<file path="src/design/cpe_pkg.sv">
// ----------------------------------------------------------------------------
// cpe_pkg
// shared types and constants of the convolution point engine
// ----------------------------------------------------------------------------
package cpe_pkg;
    typedef enum logic [1:0] {
        OP_LOAD_SAMPLE = 2'd0,
        OP_LOAD_WEIGHT = 2'd1,
        OP_LOAD_BIAS   = 2'd2,
        OP_COMPUTE     = 2'd3
    } opcode_t;

    typedef enum logic [1:0] {
        ACT_NONE  = 2'd0,
        ACT_RELU  = 2'd1,
        ACT_CLAMP = 2'd2,
        ACT_RELU6 = 2'd3
    } act_t;

    localparam logic [2:0] REG_IN_CH    = 3'd0;
    localparam logic [2:0] REG_OUT_CH   = 3'd1;
    localparam logic [2:0] REG_HEIGHT   = 3'd2;
    localparam logic [2:0] REG_WIDTH    = 3'd3;
    localparam logic [2:0] REG_STRIDE   = 3'd4;
    localparam logic [2:0] REG_PAD      = 3'd5;
    localparam logic [2:0] REG_DILATION = 3'd6;
    localparam logic [2:0] REG_ACT      = 3'd7;

    localparam int ACC_W = 40;

    // configuration set seen by the sequencer
    typedef struct packed {
        logic [4:0] in_channels;
        logic [4:0] out_channels;
        logic [5:0] in_height;
        logic [5:0] in_width;
        logic [2:0] stride;
        logic [2:0] pad;
        logic [2:0] dilation;
        act_t       activation;
    } cfg_t;

    // post processing: bias, activation, rounding, saturation
    function automatic logic [16:0] cpe_finish(input logic signed [ACC_W-1:0] acc,
                                               input logic signed [31:0] bias,
                                               input act_t act);
        logic signed [41:0] t;
        logic signed [33:0] r;
        logic [16:0] res;
        t = 42'(acc) + 42'(bias);
        case (act)
            ACT_RELU: begin
                if (t < 0) t = '0;
            end
            ACT_CLAMP: begin
                if (t < -42'sd65536) t = -42'sd65536;
                if (t > 42'sd65536) t = 42'sd65536;
            end
            ACT_RELU6: begin
                if (t < 0) t = '0;
                if (t > 42'sd393216) t = 42'sd393216;
            end
            default: begin
            end
        endcase
        t = t + 42'sd128;
        r = 34'(t >>> 8);
        if (r > 34'sd32767) res = {1'b1, 16'h7fff};
        else if (r < -34'sd32768) res = {1'b1, 16'h8000};
        else res = {1'b0, r[15:0]};
        return res;
    endfunction
endpackage

</file>
<file path="src/design/cpe_cfg_regs.sv">
// ----------------------------------------------------------------------------
// cpe_cfg_regs
// apb register file holding the convolution configuration
// ----------------------------------------------------------------------------
module cpe_cfg_regs (
    input  logic         aclk,
    input  logic         aresetn,
    input  logic         psel,
    input  logic         penable,
    input  logic         pwrite,
    input  logic [4:0]   paddr,
    input  logic [31:0]  pwdata,
    output logic [31:0]  prdata,
    output logic         pready,
    output cpe_pkg::cfg_t cfg
);
    import cpe_pkg::*;

    cfg_t cfg_reg;
    logic [2:0] idx;
    logic wr;

    assign pready = 1'b1;
    assign idx = paddr[4:2];
    assign wr = psel && penable && pwrite;
    assign cfg = cfg_reg;

    // register writes
    always_ff @(posedge aclk) begin
        if (!aresetn) begin
            cfg_reg.in_channels  <= 5'd1;
            cfg_reg.out_channels <= 5'd1;
            cfg_reg.in_height    <= 6'd32;
            cfg_reg.in_width     <= 6'd32;
            cfg_reg.stride       <= 3'd1;
            cfg_reg.pad          <= 3'd0;
            cfg_reg.dilation     <= 3'd1;
            cfg_reg.activation   <= ACT_NONE;
        end else if (wr) begin
            case (idx)
                REG_IN_CH:    cfg_reg.in_channels  <= pwdata[4:0];
                REG_OUT_CH:   cfg_reg.out_channels <= pwdata[4:0];
                REG_HEIGHT:   cfg_reg.in_height    <= pwdata[5:0];
                REG_WIDTH:    cfg_reg.in_width     <= pwdata[5:0];
                REG_STRIDE:   cfg_reg.stride       <= pwdata[2:0];
                REG_PAD:      cfg_reg.pad          <= pwdata[2:0];
                REG_DILATION: cfg_reg.dilation     <= pwdata[2:0];
                default:      cfg_reg.activation   <= act_t'(pwdata[1:0]);
            endcase
        end
    end

    // read back
    always_comb begin
        case (idx)
            REG_IN_CH:    prdata = 32'(cfg_reg.in_channels);
            REG_OUT_CH:   prdata = 32'(cfg_reg.out_channels);
            REG_HEIGHT:   prdata = 32'(cfg_reg.in_height);
            REG_WIDTH:    prdata = 32'(cfg_reg.in_width);
            REG_STRIDE:   prdata = 32'(cfg_reg.stride);
            REG_PAD:      prdata = 32'(cfg_reg.pad);
            REG_DILATION: prdata = 32'(cfg_reg.dilation);
            default:      prdata = 32'(cfg_reg.activation);
        endcase
    end
endmodule

</file>
<file path="config.mk">
export PLATFORM = sky130hd
export DESIGN_NAME = cpe_cfg_regs
export DESIGN_NICKNAME = d
export VERILOG_FILES = /design/src/design/cpe_pkg.sv /design/src/design/cpe_cfg_regs.sv
export SDC_FILE = /design/constraint.sdc
export NUM_CORES = 1
export LEC_CHECK = 0
export BUFFER_PORTS_ARGS = -buffer_cell sky130_fd_sc_hd__buf_2
export CAP_MARGIN = 10
export CORE_MARGIN = 4
export CORE_UTILIZATION = 40
export CTS_CLUSTER_DIAMETER = 120
export CTS_CLUSTER_SIZE = 40
export DETAILED_ROUTE_END_ITERATION = 12
export MAX_ROUTING_LAYER = met4
export PLACE_DENSITY = 0.75
export SYNTH_ARGS = -nofsm -noshare
export SYNTH_HDL_FRONTEND = slang
export SYNTH_SLANG_ARGS = --single-unit
</file>
<file path="constraint.sdc">
create_clock -name aclk -period 1.2 [get_ports aclk]
set_input_delay 0.06 -clock aclk [delete_from_list [all_inputs] [get_ports aclk]]
set_output_delay 0.06 -clock aclk [all_outputs]
set_load 0.01 [all_outputs]
</file>
After elaboration in Yosys (flattened, before gate mapping)

Index checks and enable logic that the tools add are counted.

Flip-flop bits (word level): 33
Input bits: 42
Output and inout bits: 66
Logic and storage cells: 28

Equal/unequal tests: 6
Mux-type cells: 1
Bitwise logic cells: 1
Reductions and logical operators: 12

Operators by type and width:

| cell               | count |
|---|---|
| $pmux 6 s7         | 1 |
| $reduce_and 2->1   | 8 |
| $eq 3x3->1 const B | 3 |
| $reduce_or 7->1    | 1 |
| $eq 3x2->1 const B | 2 |
| $eq 3x1->1 const B | 1 |
| $logic_not 3->1    | 1 |
| $logic_and 1x1->1  | 2 |
| $not 1->1          | 1 |

Logic depth before layout (Yosys ltp)

Depth after elaboration: 4
Depth in mapped cells: 5
Mapped depth without buffers: 3

Worst setup path after synthesis

No wires, ideal clock.

Path type: input port to output port
Start point: input paddr[2]
End point: output prdata[0]
Data arrival time: 1090 ps
Data required time: 1140 ps
Path slack: 50 ps
Stages: 5
Buffers on the path: 2
Cell sequence: buf_2 -> buf_6 -> or3b_1 -> a21o_1 -> a31oi_1

Cells in the longest elaborated chain, start to end: 2
Elaborated cells on any way between the ends: 8
Those cells by class: eq/ne: 6; mux: 1; reduce/logical: 1

RTL lines:

| element                            | RTL line           | RTL |
|---|---|---|
| start: declaration                 | cpe_cfg_regs.sv:11 | `input logic [4:0] paddr,` |
| $eq 3x3->1 (tied with other cells) | cpe_cfg_regs.sv:55 | `case (idx)` |
| $pmux 6 s7 *                       | cpe_cfg_regs.sv:55 |  |
| end: declaration                   | cpe_cfg_regs.sv:13 | `output logic [31:0] prdata,` |

Mark *: on every way between the ends. The rest lies on a longest branch, timed or not.

Worst setup path in the final report

Start point: register cfg_reg (netlist bit cfg[13])
End point: output prdata[2]

Cells in the longest elaborated chain, start to end: 1

RTL lines:

| element            | RTL line           | RTL |
|---|---|---|
| start: declaration | cpe_cfg_regs.sv:19 | `cfg_t cfg_reg;` |
| $pmux 6 s7         | cpe_cfg_regs.sv:55 |  |

No other way between the ends.

==> flow_summary.yaml <==
power_and_ir_drop:
  p_seq_share_pct: 48.2
  power_uw: 2300
  pwr_density_cell_nw_per_um2: 998
  pwr-share-comb_pct: 11.9
  vdd_ir_drop_max_mv: 0.683
  p_switching_uw: 571
  intPower_uw: 1730
  power.clock.fraction_pct: 39.9
  leakagePower_uw: 0.00115
  swShare_pct: 24.8
cts:
  cts_tree: "yes"
  root_buffer: "clkbuf_8"
  path_clk_slew_ns: 0.07
  clkLatencyLatePin_ns: 0.28
  h-tree-depth: 2
  clock_path_buffers: 2
  cts_sinks: 33
  numCtsBuffers: 5
place:
  place_hpwl_um: 3410
  routabilityCongestion: 0.831
  dpl_cell_area_sq_um: 2160
  dp.cells: 309
  io_buffers: 52
drt:
  drt_iter0_drc: 66
  drc: 0
  wire_per_inst_um: 13.8
  vias: 1534
  dr.pass1.iters: 4
  via_per_inst: 4.79
  ant_nets: 0
  drt-total-wl_um: 4430
yosys:
  synthTopCellsByArea: "dfxtp_1 (37%), mux2i_1 (18%), buf_4 (11%), nand2_1 (6.9%), mux4_2 (3.8%)"
  ys_warn_count: 0
  avgSynthCellArea_sq_um: 9.38
  synth.distinct_cells: 30
  yosysSeqAreaShare_pct: 36.7
  syn_area_sq_um: 1800
  synth_seq_cells: 33
  synth_top_area_share_pct: 36.7
  synth_cells: 192
  synth_top_area_cell: "dfxtp_1"
cells_and_area:
  area_delta_synth_final_pct: 28.1
  stdcell_count: 320
  layout-drive-gt1-share_pct: 41.0
  final_nets: 309
  fill_cells: 419
  fin_util_pct: 53.0
  largest_reg_flops: 33
  antennaDiodeCount: 0
  design_area_sq_um: 2310
worst_setup_path:
  max_stage_delay_ns: 0.47
  cp_slowest_cell: "mux4_2"
  crit_path_start: "cfg[13]"
  crit_buf_inv: 1
  timing.rr.end: "cfg[16]"
  startpoint_type: "flip-flop"
  cp-end-kind: "output pin"
  cp.arrival_ns: 1.49
  cp_cell_sequence: "mux4_2 -> mux2_4 -> buf_6"
  reg2reg_depth: 3
  timing.rr.start: "cfg[16]"
  worst-path-max-fanout: 2
  cp.required_ns: 1.14
  cp_top_family: "multiplexers"
  worst-r2r-setup-slack_ns: 0.43
  path_class: "reg2out"
timing:
  period_minus_slack_ns: 1.55
  finClkSkew_ns: 0
  fmax_ghz: 0.646
  min_period_over_period_pct: 129
  worst_slack_ns: -0.347
  slew_viol_final: 0
  setup_viol: 5
  rsz0062_at_grt: "yes"
  hold_violations: 0
hold_path:
  min_path_cells: 3
  hold_class: "in2reg"
  hold_start: "pwdata[5]"
  min_to: "cfg[16]"
floorplan:
  start_util_pct: 41.4
  core.rowCount: 24
  die_area_sq_um: 5640
  io_pins: 108
  core_region_area_sq_um: 4350
  fp.dieH_um: 75.1
  die_w_um: 75.1
outcome:
  violations: "setup timing"
  status: "finished with violations"
global_route:
  antenna_found_initial: 0
  grt_pass1_vias: 1432
  globalRouteOverflowTotal: 0
  track_usage_pct: 16.4
  grt_max_degree: 16
  grt_pass1_wl_um: 6690
flow_run:
  maxCapViolations: 0
-- routing by layer --
layer / GRT usage, % / wire [um]
met5: - / 0
met4: 4.94 / 37
met3: 4.94 / 360
met2: 26.1 / 2120
met1: 20.0 / 1910
-- power by group through the flow --
| stage | sequential [uW] | combinational (uW) | clock, uW |
|---|---|---|---|
| global placement | 1130 | 268 | 0 |
| finish | 1110 | 275 | 918 |
| floorplan | 1140 | 225 | 0 |
| detailed placement | 1130 | 269 | 0 |
| global route | 1110 | 301 | 996 |
| CTS | 1110 | 272 | 931 |
-- stage by stage --
step                hold slack [ns]  setup WS (ns)  TNS, ns
finish                       0.0881         -0.347    -1.25
global route                 0.0936         -0.387    -1.51
CTS                          0.0836         -0.338    -1.29
detailed placement            0.381        -0.0714   -0.277
global placement              0.372        -0.0806   -0.266
floorplan                     0.245         0.0495        0
-- cell type report --
cell class              instances  area, sq um  area share [%]
clock buffers                   7         96.3            4.18
clock inverters                 1         5.00           0.217
inverters                       1         3.75           0.163
multi-input cells             144          960            41.6
flip-flops and latches         33          673            29.2
well taps                      52         65.1            2.82
repair buffers                 82          504            21.9
-- cell usage after synthesis --
cell       number
mux4_2          3
nand2b_1        2
nor2_2          2
nor3b_1         2
or2_2           1
nand3_1         3
a32oi_1         2
nand4b_4        1
dfxtp_1        33
nor2_1          8
a21o_1          2
mux2i_1        33
nor2b_1         8
buf_6           3
mux2_2          3
inv_1           1
nand2_1        33
conb_1          2
a2bb2oi_1       2
buf_4          27
nand4_1         1
o21ai_0         2
a31oi_1         2
buf_2           3
or3_1           2
o311ai_0        1
or3b_1          2
o211ai_1        1
o2bb2ai_1       1
clkbuf_1        6
-- worst reg2reg max path, delay by kind of cell, from the launching register on --
family,cells,cell delay (ns)
AOI/OAI and AO/OA,2,0.18
buffers and inverters,1,0.13
DFF,1,0.33
-- timing repair --
| action | CTS | global route |
|---|---|---|
| resized for setup | 8 | 4 |
| endpoints found under the setup margin | 5 | 6 |
| pin swaps | 0 | 1 |
| hold buffers | 0 | 0 |
| setup buffers | 2 | 1 |
-- layout by cell type (no fill, tap or decap), types with 2 or more instances in the layout --
cell / n
mux4_2: 3
buf_4: 29
clkbuf_8: 7
nor2b_1: 8
o21ai_0: 2
a31oi_1: 2
buf_2: 51
mux2_2: 2
nor2_2: 2
conb_1: 27
mux2i_1: 33
dfxtp_2: 10
or3_1: 2
a21o_1: 2
nor2_1: 8
or3b_1: 2
nand2b_1: 2
dfxtp_1: 23
a2bb2oi_1: 2
nand3_1: 3
nor3b_1: 2
nand2_1: 33
a32oi_1: 2
-- cell families after synthesis --
kind of cell | synth area share, %
buffers and inverters | 15.4
muxes | 24.0
DFF | 36.7
and+or+nand+nor | 18.1
other | 0.417
AOI/OAI and AO/OA | 5.42
-- how the worst max path moves through the flow --
stage	slack [ns]	endpoint	depth (start not counted)
floorplan	0.05	prdata[0]	5
global placement	-0.08	prdata[1]	6
detailed placement	-0.07	prdata[0]	6
CTS	-0.34	prdata[2]	3
global route	-0.39	prdata[2]	3
finish	-0.35	prdata[2]	3
Power figures use the tool's default switching activity.
